`config.mk`:
```
export PLATFORM = sky130hd
export DESIGN_NAME = ultrasonic_range_controller_top_flat
export DESIGN_NICKNAME = d
export VERILOG_FILES = /design/src/sv/urc_pkg.sv /design/src/sv/urc_ifs.sv /design/src/sv/urc_cfg.sv /design/src/sv/urc_seq.sv /design/src/sv/ultrasonic_range_controller_top.sv /design/src/flat_wrapper.sv
export VERILOG_INCLUDE_DIRS = /design/src /design/src/sv
export SDC_FILE = /design/constraint.sdc
export NUM_CORES = 1
export LEC_CHECK = 0
export ABC_AREA = 1
export BUFFER_PORTS_ARGS = -buffer_cell sky130_fd_sc_hd__buf_4
export CORE_MARGIN = 4
export CORE_UTILIZATION = 50
export DETAILED_ROUTE_END_ITERATION = 8
export HOLD_SLACK_MARGIN = 0.15
export PLACE_DENSITY_LB_ADDON = 0.2
export SLEW_MARGIN = 15
export SYNTH_ARGS = -nofsm -noshare
export SYNTH_HDL_FRONTEND = slang
export SYNTH_SLANG_ARGS = --single-unit
```
`constraint.sdc`:
```
create_clock -name clk -period 8.1 [get_ports clk]
set_input_delay 2.43 -clock clk [delete_from_list [all_inputs] [get_ports clk]]
set_output_delay 2.43 -clock clk [all_outputs]
set_load 0.02 [all_outputs]
```
`src/sv/ultrasonic_range_controller_top_assert.svh`:
```
// Assertion macros shared by the range controller RTL.
`ifndef ULTRASONIC_RANGE_CONTROLLER_TOP_ASSERT_SVH
`define ULTRASONIC_RANGE_CONTROLLER_TOP_ASSERT_SVH

// Check a property on every clock edge outside reset.
`define URC_ASSERT(lbl, clk, rst_n, prop) \
  lbl: assert property (@(posedge clk) disable iff (!rst_n) prop) \
    else $error("urc assertion failed");

// Check a property on every clock edge, reset included.
`define URC_ASSERT_ALWAYS(lbl, clk, prop) \
  lbl: assert property (@(posedge clk) prop) \
    else $error("urc assertion failed");

`endif

```
`src/sv/urc_pkg.sv`:
```
package urc_pkg;

  // Field widths
  localparam int SETTLE_W  = 8;
  localparam int TRIG_W    = 8;
  localparam int TIMEOUT_W = 16;
  localparam int REST_W    = 22;
  localparam int PHASE_W   = 22;
  localparam int PULSE_W   = 16;
  localparam int DIST_W    = 15;
  localparam int STATUS_W  = 2;
  localparam int CFG_IDX_W = 2;
  localparam int CFG_DATA_W = 22;

  // Distance scaling: floor(pulse * 2^FRACTION_BITS / 58)
  localparam int FRACTION_BITS = 4;
  localparam int DIST_DIVISOR  = 58;
  localparam int DIST_K        = PULSE_W + FRACTION_BITS + 6;
  localparam int DIST_SHIFT    = DIST_K - FRACTION_BITS;
  localparam int MULT_W        = DIST_K - 5;
  localparam longint DIST_MULT =
    ((longint'(1) << DIST_K) + DIST_DIVISOR - 1) / DIST_DIVISOR;
  localparam int PROD_W        = PULSE_W + MULT_W;
  localparam int DIST_MAX      = 32767;

  // Register indexes
  localparam logic [CFG_IDX_W-1:0] REG_SETTLE  = 2'd0;
  localparam logic [CFG_IDX_W-1:0] REG_TRIG    = 2'd1;
  localparam logic [CFG_IDX_W-1:0] REG_TIMEOUT = 2'd2;
  localparam logic [CFG_IDX_W-1:0] REG_REST    = 2'd3;

  // Register reset values
  localparam logic [SETTLE_W-1:0]  SETTLE_RST  = 8'd2;
  localparam logic [TRIG_W-1:0]    TRIG_RST    = 8'd10;
  localparam logic [TIMEOUT_W-1:0] TIMEOUT_RST = 16'd30000;
  localparam logic [REST_W-1:0]    REST_RST    = 22'd2000000;

  // Outcome codes
  localparam logic [STATUS_W-1:0] ST_OK       = 2'd0;
  localparam logic [STATUS_W-1:0] ST_NO_ECHO  = 2'd1;
  localparam logic [STATUS_W-1:0] ST_TOO_LONG = 2'd2;

  typedef enum logic [2:0] {
    PH_SETTLE    = 3'd0,
    PH_TRIG      = 3'd1,
    PH_WAIT_RISE = 3'd2,
    PH_MEASURE   = 3'd3,
    PH_REST      = 3'd4
  } phase_t;

  typedef struct packed {
    logic [SETTLE_W-1:0]  settle_low_ticks;
    logic [TRIG_W-1:0]    trigger_high_ticks;
    logic [TIMEOUT_W-1:0] echo_timeout_ticks;
    logic [REST_W-1:0]    rest_ticks;
  } cfg_t;

  typedef struct packed {
    logic                trigger_level;
    logic                done_res;
    logic [STATUS_W-1:0] status;
    logic [PULSE_W-1:0]  pulse_ticks;
    logic [DIST_W-1:0]   distance_sixteenths_cm;
  } result_t;

  // Divide by constant via reciprocal multiply, exact over the pulse range
  function automatic logic [DIST_W-1:0] dist_of(input logic [PULSE_W-1:0] pulse);
    logic [PROD_W-1:0] prod;
    logic [PROD_W-1:0] quot;
    logic [DIST_W-1:0] res;
    prod = {{MULT_W{1'b0}}, pulse} * {{PULSE_W{1'b0}}, MULT_W'(DIST_MULT)};
    quot = prod >> DIST_SHIFT;
    if (quot > PROD_W'(DIST_MAX)) begin
      res = DIST_W'(DIST_MAX);
    end else begin
      res = quot[DIST_W-1:0];
    end
    return res;
  endfunction

endpackage

```
`src/sv/urc_ifs.sv`:
```
interface urc_in_if;
  logic valid;
  logic ready;
  logic echo_level;
  modport source (output valid, output echo_level, input ready);
  modport sink   (input valid, input echo_level, output ready);
endinterface

interface urc_out_if;
  logic                           valid;
  logic                           ready;
  logic                           trigger_level;
  logic                           done_res;
  logic [urc_pkg::STATUS_W-1:0]   status;
  logic [urc_pkg::PULSE_W-1:0]    pulse_ticks;
  logic [urc_pkg::DIST_W-1:0]     distance_sixteenths_cm;
  modport source (output valid, output trigger_level, output done_res, output status,
                  output pulse_ticks, output distance_sixteenths_cm, input ready);
  modport sink   (input valid, input trigger_level, input done_res, input status,
                  input pulse_ticks, input distance_sixteenths_cm, output ready);
endinterface

interface urc_cfg_if;
  logic                           valid;
  logic                           ready;
  logic [urc_pkg::CFG_IDX_W-1:0]  index;
  logic [urc_pkg::CFG_DATA_W-1:0] data;
  modport source (output valid, output index, output data, input ready);
  modport sink   (input valid, input index, input data, output ready);
endinterface

```
`src/sv/urc_cfg.sv`:
```
module urc_cfg (
  input  logic          clk,
  input  logic          rst_n,
  urc_cfg_if.sink       cfg_ch,
  output urc_pkg::cfg_t cfg
);

  urc_pkg::cfg_t cfg_r;
  urc_pkg::cfg_t cfg_nxt;
  logic          wr;

  assign cfg_ch.ready = 1'b1;
  assign wr           = cfg_ch.valid;
  assign cfg          = cfg_r;

  // Decode the write request, drop bits above each register's width
  always_comb begin
    cfg_nxt = cfg_r;
    if (wr) begin
      unique case (cfg_ch.index)
        urc_pkg::REG_SETTLE:
          cfg_nxt.settle_low_ticks = cfg_ch.data[urc_pkg::SETTLE_W-1:0];
        urc_pkg::REG_TRIG:
          cfg_nxt.trigger_high_ticks = cfg_ch.data[urc_pkg::TRIG_W-1:0];
        urc_pkg::REG_TIMEOUT:
          cfg_nxt.echo_timeout_ticks = cfg_ch.data[urc_pkg::TIMEOUT_W-1:0];
        urc_pkg::REG_REST:
          cfg_nxt.rest_ticks = cfg_ch.data[urc_pkg::REST_W-1:0];
        default: cfg_nxt = cfg_r;
      endcase
    end
  end

  always_ff @(posedge clk) begin
    if (!rst_n) begin
      cfg_r.settle_low_ticks   <= urc_pkg::SETTLE_RST;
      cfg_r.trigger_high_ticks <= urc_pkg::TRIG_RST;
      cfg_r.echo_timeout_ticks <= urc_pkg::TIMEOUT_RST;
      cfg_r.rest_ticks         <= urc_pkg::REST_RST;
    end else begin
      cfg_r <= cfg_nxt;
    end
  end

endmodule

```
`src/sv/urc_seq.sv`:
```
module urc_seq (
  input  logic             clk,
  input  logic             rst_n,
  input  logic             adv,
  input  logic             echo,
  input  urc_pkg::cfg_t    cfg,
  output urc_pkg::result_t res
);

  urc_pkg::phase_t                phase_r, phase_nxt;
  logic [urc_pkg::PHASE_W-1:0]    phase_ticks_r, phase_ticks_nxt;
  logic [urc_pkg::PULSE_W-1:0]    echo_ticks_r, echo_ticks_nxt;

  // Phase and count once zero-length or finished timed phases are passed
  urc_pkg::phase_t                ph_eff;
  logic [urc_pkg::PHASE_W-1:0]    pt_eff;
  logic                           trig;
  logic [urc_pkg::PHASE_W-1:0]    pt_inc;
  logic                           rise_timeout;
  logic                           echo_long;

  // Walk through rest, settle and trigger phases within one tick
  always_comb begin
    ph_eff = phase_r;
    pt_eff = phase_ticks_r;
    trig   = 1'b0;
    if (ph_eff == urc_pkg::PH_REST) begin
      if (pt_eff >= cfg.rest_ticks) begin
        ph_eff = urc_pkg::PH_SETTLE;
        pt_eff = '0;
      end else begin
        pt_eff = pt_eff + 1'b1;
      end
    end
    if (ph_eff == urc_pkg::PH_SETTLE) begin
      if (pt_eff >= {{(urc_pkg::PHASE_W-urc_pkg::SETTLE_W){1'b0}}, cfg.settle_low_ticks}) begin
        ph_eff = urc_pkg::PH_TRIG;
        pt_eff = '0;
      end else begin
        pt_eff = pt_eff + 1'b1;
      end
    end
    if (ph_eff == urc_pkg::PH_TRIG) begin
      if (pt_eff >= {{(urc_pkg::PHASE_W-urc_pkg::TRIG_W){1'b0}}, cfg.trigger_high_ticks}) begin
        ph_eff = urc_pkg::PH_WAIT_RISE;
        pt_eff = '0;
      end else begin
        pt_eff = pt_eff + 1'b1;
        trig   = 1'b1;
      end
    end
  end

  assign pt_inc       = pt_eff + 1'b1;
  assign rise_timeout = pt_inc >= {{(urc_pkg::PHASE_W-urc_pkg::TIMEOUT_W){1'b0}},
                                   cfg.echo_timeout_ticks};
  assign echo_long    = echo_ticks_r >= cfg.echo_timeout_ticks;

  // Next state
  always_comb begin
    phase_nxt       = ph_eff;
    phase_ticks_nxt = pt_eff;
    echo_ticks_nxt  = echo_ticks_r;
    unique case (ph_eff)
      urc_pkg::PH_WAIT_RISE: begin
        if (echo) begin
          phase_nxt       = urc_pkg::PH_MEASURE;
          echo_ticks_nxt  = urc_pkg::PULSE_W'(1);
          phase_ticks_nxt = '0;
        end else if (rise_timeout) begin
          phase_nxt       = urc_pkg::PH_REST;
          phase_ticks_nxt = '0;
        end else begin
          phase_ticks_nxt = pt_inc;
        end
      end
      urc_pkg::PH_MEASURE: begin
        if (!echo || echo_long) begin
          phase_nxt       = urc_pkg::PH_REST;
          phase_ticks_nxt = '0;
        end else begin
          echo_ticks_nxt = echo_ticks_r + 1'b1;
        end
      end
      // Unknown phase codes restart the cycle
      default: begin
        if (ph_eff != urc_pkg::PH_SETTLE && ph_eff != urc_pkg::PH_TRIG &&
            ph_eff != urc_pkg::PH_REST) begin
          phase_nxt       = urc_pkg::PH_SETTLE;
          phase_ticks_nxt = '0;
        end
      end
    endcase
  end

  // Result of this tick
  always_comb begin
    res                        = '0;
    res.trigger_level          = trig;
    unique case (ph_eff)
      urc_pkg::PH_WAIT_RISE: begin
        if (!echo && rise_timeout) begin
          res.done_res = 1'b1;
          res.status   = urc_pkg::ST_NO_ECHO;
        end
      end
      urc_pkg::PH_MEASURE: begin
        if (!echo) begin
          res.done_res               = 1'b1;
          res.status                 = urc_pkg::ST_OK;
          res.pulse_ticks            = echo_ticks_r;
          res.distance_sixteenths_cm = urc_pkg::dist_of(echo_ticks_r);
        end else if (echo_long) begin
          res.done_res = 1'b1;
          res.status   = urc_pkg::ST_TOO_LONG;
        end
      end
      default: res.done_res = 1'b0;
    endcase
  end

  // Advance the state once per processed tick
  always_ff @(posedge clk) begin
    if (!rst_n) begin
      phase_r       <= urc_pkg::PH_SETTLE;
      phase_ticks_r <= '0;
      echo_ticks_r  <= '0;
    end else if (adv) begin
      phase_r       <= phase_nxt;
      phase_ticks_r <= phase_ticks_nxt;
      echo_ticks_r  <= echo_ticks_nxt;
    end
  end

endmodule

```
`src/sv/ultrasonic_range_controller_top.sv`:
```
// Ultrasonic echo ranging controller. Each input request is one microsecond tick with the
// sampled echo level; each tick yields exactly one result request with the trigger level to
// drive, an outcome flag, a status code, the echo width and the distance in 1/16 cm. A tick
// is accepted every clock cycle while the result side keeps taking: the phase counters and
// the reciprocal-multiply distance unit sit between the input register and the result
// register, so a tick is held in the input register and its result in the result register,
// and throughput is one tick per cycle while the result side keeps taking. Configuration
// writes take effect on the next tick and are meant to be issued while no tick is in flight.
`include "ultrasonic_range_controller_top_assert.svh"

module ultrasonic_range_controller_top (
  input  logic      clk,
  input  logic      rst_n,
  urc_in_if.sink    in_ch,
  urc_out_if.source out_ch,
  urc_cfg_if.sink   cfg_ch
);

  urc_pkg::cfg_t    cfg;
  urc_pkg::result_t res;
  urc_pkg::result_t out_res_r;

  logic in_valid_r, in_valid_nxt;
  logic in_echo_r;
  logic out_valid_r, out_valid_nxt;
  logic in_acc;
  logic adv;

  urc_cfg u_cfg (
    .clk    (clk),
    .rst_n  (rst_n),
    .cfg_ch (cfg_ch),
    .cfg    (cfg)
  );

  urc_seq u_seq (
    .clk   (clk),
    .rst_n (rst_n),
    .adv   (adv),
    .echo  (in_echo_r),
    .cfg   (cfg),
    .res   (res)
  );

  // Process the held tick when the result register is free or being drained
  assign adv          = in_valid_r && (!out_valid_r || out_ch.ready);
  assign in_ch.ready  = !in_valid_r || adv;
  assign in_acc       = in_ch.valid && in_ch.ready;

  always_comb begin
    in_valid_nxt = in_valid_r;
    if (in_acc) begin
      in_valid_nxt = 1'b1;
    end else if (adv) begin
      in_valid_nxt = 1'b0;
    end
  end

  always_comb begin
    out_valid_nxt = out_valid_r;
    if (adv) begin
      out_valid_nxt = 1'b1;
    end else if (out_ch.ready) begin
      out_valid_nxt = 1'b0;
    end
  end

  // Control registers
  always_ff @(posedge clk) begin
    if (!rst_n) begin
      in_valid_r  <= 1'b0;
      out_valid_r <= 1'b0;
    end else begin
      in_valid_r  <= in_valid_nxt;
      out_valid_r <= out_valid_nxt;
    end
  end

  // Payload registers
  always_ff @(posedge clk) begin
    if (in_acc) begin
      in_echo_r <= in_ch.echo_level;
    end
    if (adv) begin
      out_res_r <= res;
    end
  end

  assign out_ch.valid                  = out_valid_r;
  assign out_ch.trigger_level          = out_res_r.trigger_level;
  assign out_ch.done_res               = out_res_r.done_res;
  assign out_ch.status                 = out_res_r.status;
  assign out_ch.pulse_ticks            = out_res_r.pulse_ticks;
  assign out_ch.distance_sixteenths_cm = out_res_r.distance_sixteenths_cm;

  `URC_ASSERT_ALWAYS(a_reset_empties, clk, !rst_n |=> !out_valid_r && !in_valid_r)
  `URC_ASSERT(a_ready_when_empty, clk, rst_n, !out_valid_r |-> in_ch.ready)
  `URC_ASSERT(a_trig_no_done, clk, rst_n, out_valid_r |-> !(out_res_r.trigger_level && out_res_r.done_res))
  `URC_ASSERT(a_idle_fields_zero, clk, rst_n, (out_valid_r && !out_res_r.done_res) |-> (out_res_r.status == urc_pkg::ST_OK && out_res_r.pulse_ticks == '0))
  `URC_ASSERT(a_error_no_pulse, clk, rst_n, (out_valid_r && out_res_r.status != urc_pkg::ST_OK) |-> (out_res_r.pulse_ticks == '0 && out_res_r.distance_sixteenths_cm == '0))

endmodule
```
`src/flat_wrapper.sv`:
```
// flat-port wrapper written by rule: the top's interface ports become plain ports
module ultrasonic_range_controller_top_flat 
  (clk, rst_n, in_ch_valid, in_ch_echo_level, in_ch_ready, out_ch_valid, out_ch_trigger_level, out_ch_done_res, out_ch_status, out_ch_pulse_ticks, out_ch_distance_sixteenths_cm, out_ch_ready, cfg_ch_valid, cfg_ch_index, cfg_ch_data, cfg_ch_ready);
  urc_in_if in_ch_i ();
  urc_out_if out_ch_i ();
  urc_cfg_if cfg_ch_i ();
  input  logic clk;
  input  logic rst_n;
  input wire logic [$bits(in_ch_i.valid)-1:0] in_ch_valid;
  input wire logic [$bits(in_ch_i.echo_level)-1:0] in_ch_echo_level;
  output wire logic [$bits(in_ch_i.ready)-1:0] in_ch_ready;
  output wire logic [$bits(out_ch_i.valid)-1:0] out_ch_valid;
  output wire logic [$bits(out_ch_i.trigger_level)-1:0] out_ch_trigger_level;
  output wire logic [$bits(out_ch_i.done_res)-1:0] out_ch_done_res;
  output wire logic [$bits(out_ch_i.status)-1:0] out_ch_status;
  output wire logic [$bits(out_ch_i.pulse_ticks)-1:0] out_ch_pulse_ticks;
  output wire logic [$bits(out_ch_i.distance_sixteenths_cm)-1:0] out_ch_distance_sixteenths_cm;
  input wire logic [$bits(out_ch_i.ready)-1:0] out_ch_ready;
  input wire logic [$bits(cfg_ch_i.valid)-1:0] cfg_ch_valid;
  input wire logic [$bits(cfg_ch_i.index)-1:0] cfg_ch_index;
  input wire logic [$bits(cfg_ch_i.data)-1:0] cfg_ch_data;
  output wire logic [$bits(cfg_ch_i.ready)-1:0] cfg_ch_ready;
  assign in_ch_i.valid = in_ch_valid;
  assign in_ch_i.echo_level = in_ch_echo_level;
  assign in_ch_ready = in_ch_i.ready;
  assign out_ch_valid = out_ch_i.valid;
  assign out_ch_trigger_level = out_ch_i.trigger_level;
  assign out_ch_done_res = out_ch_i.done_res;
  assign out_ch_status = out_ch_i.status;
  assign out_ch_pulse_ticks = out_ch_i.pulse_ticks;
  assign out_ch_distance_sixteenths_cm = out_ch_i.distance_sixteenths_cm;
  assign out_ch_i.ready = out_ch_ready;
  assign cfg_ch_i.valid = cfg_ch_valid;
  assign cfg_ch_i.index = cfg_ch_index;
  assign cfg_ch_i.data = cfg_ch_data;
  assign cfg_ch_ready = cfg_ch_i.ready;
  ultrasonic_range_controller_top u_core (.clk(clk), .rst_n(rst_n), .in_ch(in_ch_i), .out_ch(out_ch_i), .cfg_ch(cfg_ch_i));
endmodule
```
==> results by group <==
Routing
  – DRC viols: 0
  – WL per Instance: 18.08 um
  – Vias per cell: 5.458
  – DRT Wirelength: 42,120 um
  – Iter 0 DRT Violations: 1,048
  – Remaining antenna violation count after routing: 0
  – Total number of vias: 12.72k
  – Drt pass-1 iters: 5

Layout
  – N_diodes: 0
  – Cell Count, Final, Fillers Out: 2,330
  – Area Overhead vs Synth: 15.18%
  – Design area: 16,730 um2
  – Nets: 2,288
  – Share of layout cells above drive strength 1: 16.60%

Die
  – Die width: 178.5 um
  – Core area: 28,700 um2
  – Starting density of the core: 50.61%
  – I/O pin count: 68
  – DIE HEIGHT: 178.5 um
  – Row Count: 62
  – Die Area: 31,840 um2

Power
  – Part of the power in registers: 35.1%
  – Clock Power Share: 37.1%
  – Gate power share: 27.8%
  – Leakage power: 8.515 nW
  – Switching part of the total: 35.74%
  – Psw: 0.7537 mW
  – Pwr/cell area: 126.0 nW/um2
  – Internal: 1.355 mW
  – Worst vdd ir: 0.1413 mV
  – Total power: 2.109 mW

Worst setup path
  – Worst path max stage delay: 410 ps
  – Crit path capture type: flip-flop
  – Most frequent CP cell: nand2_1
  – WP data required: 8290 ps
  – Critical-path top delay cell: dfxtp_1
  – CP max FO: 8
  – Worst Setup Start Kind: flip-flop
  – Critical Path AT: 7940 ps
  – Critical path class: flip-flop to flip-flop

Logic synthesis
  – Syn avg cell area: 7.891 um2
  – Post-synthesis cell area: 14,530 um2
  – Netlist cell types: 57
  – YS warnings: 0
  – Async SR Flop Fraction: 0%
  – Sequential element share of the synthesized area: 20.81%
  – EDFF count, synth: 36
  – FF+latch count, synth: 133
  – Synthesized Nets: 2,196
  – Cells after Synth: 1,841
  – Primary FF master, synth: dfxtp_1

Global routing
  – Pin count of the biggest net entering global routing: 74
  – GR Overflow Total: 0
  – Vias in the first global route: 11.92k
  – Initial antenna violation count: 1
  – Overall Global Routing Usage: 26.28%
  – First-pass GRT wire length: 64,580 um

Clocking
  – H-tree lvl count: 4
  – CTS tree: built
  – Max clock buf depth: 2
  – Hold Buf Count CTS: 0
  – Total CTS buffers: 17
  – CTS Root Cell: clkbuf_16
  – Clock transition at path regs: 70 ps
  – Clk_lat worst skew: 440 ps
  – CTS Sinks: 133

Timing
  – Final setup margin: 353.3 ps
  – Worst-margin pin slew: 1021 ps
  – Slew headroom: 31.66%
  – Unrepaired setup endpoints after global routing: yes
  – Minimum clock period: 7747 ps
  – Total negative setup slack: 0 ps
  – Pins Over Slew Limit: 0
  – F_max: 129.1 MHz
  – Clock Skew: 17.54 ps
  – Final setup fails: 0
  – Final hold vios: 0
  – Period utilization: 95.64%

Outcome
  – Status: finished clean

Placed design
  – Dpl ws: 15.20 ps
  – Routability cong.: 1.018
  – DP Area: 15,500 um2
  – Dpl cells: 2,276
  – Post-DP HPWL: 33,840 um
  – Port bufs: 66

Run
  – Max-cap violations: 0

Worst hold path
  – Min-delay worst type: flip-flop to flip-flop
[cell usage in the layout, fill, tap and decap left out, drive strengths merged, types with 2 or more instances in the layout]
cell / n
clkbuf: 20
a221oi: 2
dfxtp: 97
clkinvlp: 2
a21boi: 3
o21a: 8
a31oi: 5
o21ai: 121
a21oi: 124
ha: 213
a41oi: 2
o211ai: 15
xnor2: 16
nor3b: 2
nand3b: 2
a21o: 4
nand3: 80
xor2: 34
nand4: 51
fa: 112
or2: 5
edfxtp: 36
nor4: 8
inv: 366
nor3: 30
nor2: 187
o21bai: 3
clkinv: 5
nand2: 269
buf: 116
[sequential cells by signal, summed over array words and instances (netlist names)]
register and flops:
u_core.in_echo_r 1, u_core.in_valid_r 1, u_core.out_ch.distance_sixteenths_cm 15, u_core.out_ch.done_res 1, u_core.out_ch.pulse_ticks 16, u_core.out_ch.status 2
u_core.out_ch.trigger_level 1, u_core.out_ch.valid 1, u_core.u_cfg.cfg 54, u_core.u_seq.echo_ticks_r 16, u_core.u_seq.phase_r 3, u_core.u_seq.phase_ticks_r 22
[per-stage QoR]
step | hold slack (ps) | util (%)
floorplan | 433.1 | -
CTS | 465.5 | 55.97
detailed placement | 456.0 | 53.99
global placement | 453.1 | 53.99
finish | 463.8 | 58.29
global route | 485.3 | 58.29
[metal layers]
| layer | share of wire [%] | up-vias | wire (um) | GRT usage (%) |
|---|---|---|---|---|
| li1 | - | 6168 | - | - |
| met1 | 48 | 6008 | 20310 | 39.82 |
| met2 | 41 | 473 | 17460 | 37.51 |
| met3 | 7.7 | 66 | 3239 | 5.617 |
| met4 | 2.4 | 2 | 1019 | 7.163 |
| met5 | 0.22 | - | 91 | 2.244 |
[power by group through the flow]
stage          clock network, mW  registers [mW]  logic (mW)
6_report                   0.782           0.740       0.587
5_1_grt                    0.818           0.743       0.641
4_1_cts                    0.787           0.736       0.479
3_5_place_dp                   0           0.751       0.476
3_3_place_gp                   0           0.751       0.474
2_1_floorplan                  0           0.759       0.317
[cells by family after synthesis]
logic type	count (synthesis)	synth area share (%)
DFF	133	20.81
AOI/OAI and AO/OA	292	10.97
other	1	0.02582
xor gates and xnor gates	50	3.066
adders and majority gates	325	33.78
buffers and inverters	405	10.90
and+or+nand+nor	635	20.44
[final timing paths]
path	from	to	depth (start not counted)	slack (ps)
max	u_core.u_seq.phase_ticks_r[7]	u_core.out_ch.done_res	56	350
min	u_core.u_cfg.cfg[53]	u_core.u_cfg.cfg[53]	2	460
max reg2reg	u_core.u_seq.phase_ticks_r[7]	u_core.out_ch.done_res	56	350
min reg2reg	u_core.u_cfg.cfg[53]	u_core.u_cfg.cfg[53]	2	460
[cell usage after synthesis, types with 5 or more instances]
library cell	n	area, um2
buf_6	5	56.30
ha_1	213	2665
nand4_1	49	306.5
xor2_1	34	297.8
a21oi_1	123	615.6
nand3_1	72	360.4
nor3_1	28	140.1
o21ai_0	110	550.5
nand2_2	8	50.05
dfxtp_1	97	1942
nor4_1	7	43.79
o21ai_1	11	55.05
a31oi_1	5	31.28
nand2_1	257	964.7
nor2_2	17	106.4
inv_2	20	75.07
inv_1	337	1265
or2_2	5	31.28
nand3_2	8	80.08
xnor2_1	15	131.4
nor2_4	7	78.83
nor2_1	160	600.6
edfxtp_1	36	1081
fa_1	112	2242
clkbuf_1	33	123.9
o21a_1	7	52.55
o211ai_1	15	112.6
[what timing repair did]
action | CTS | global route
pin swaps | 0 | 34
endpoints found under the setup margin | 4 | 20
resized for setup | 1 | 120
buffers inserted | 0 | 20
gates cloned | 0 | 2
endpoints found under the hold margin | 0 | 0
[final cells by class]
| class | instances | area (um2) |
|---|---|---|
| inverters | 360 | 1364 |
| well taps | 384 | 480.5 |
| clock inverters | 13 | 110.1 |
| clock buffers | 19 | 454.2 |
| multi-input cells | 1304 | 10390 |
| flip-flops and latches | 133 | 3042 |
| fillers | 2675 | 11970 |
| repair buffers | 117 | 889.6 |
[critical path: cells and delay by family, from the launching register on]
| kind | cells | cell delay [ps] |
|---|---|---|
| AO/OA/AOI/OAI | 13 | 1670 |
| AND/OR/NAND/NOR | 33 | 3870 |
| buffers and inverters | 5 | 370 |
| XOR/XNOR | 1 | 180 |
| flip-flops | 1 | 410 |
| adder cells (fa/ha/maj) | 4 | 1010 |
Note: power is estimated with default switching activity, not from simulation.
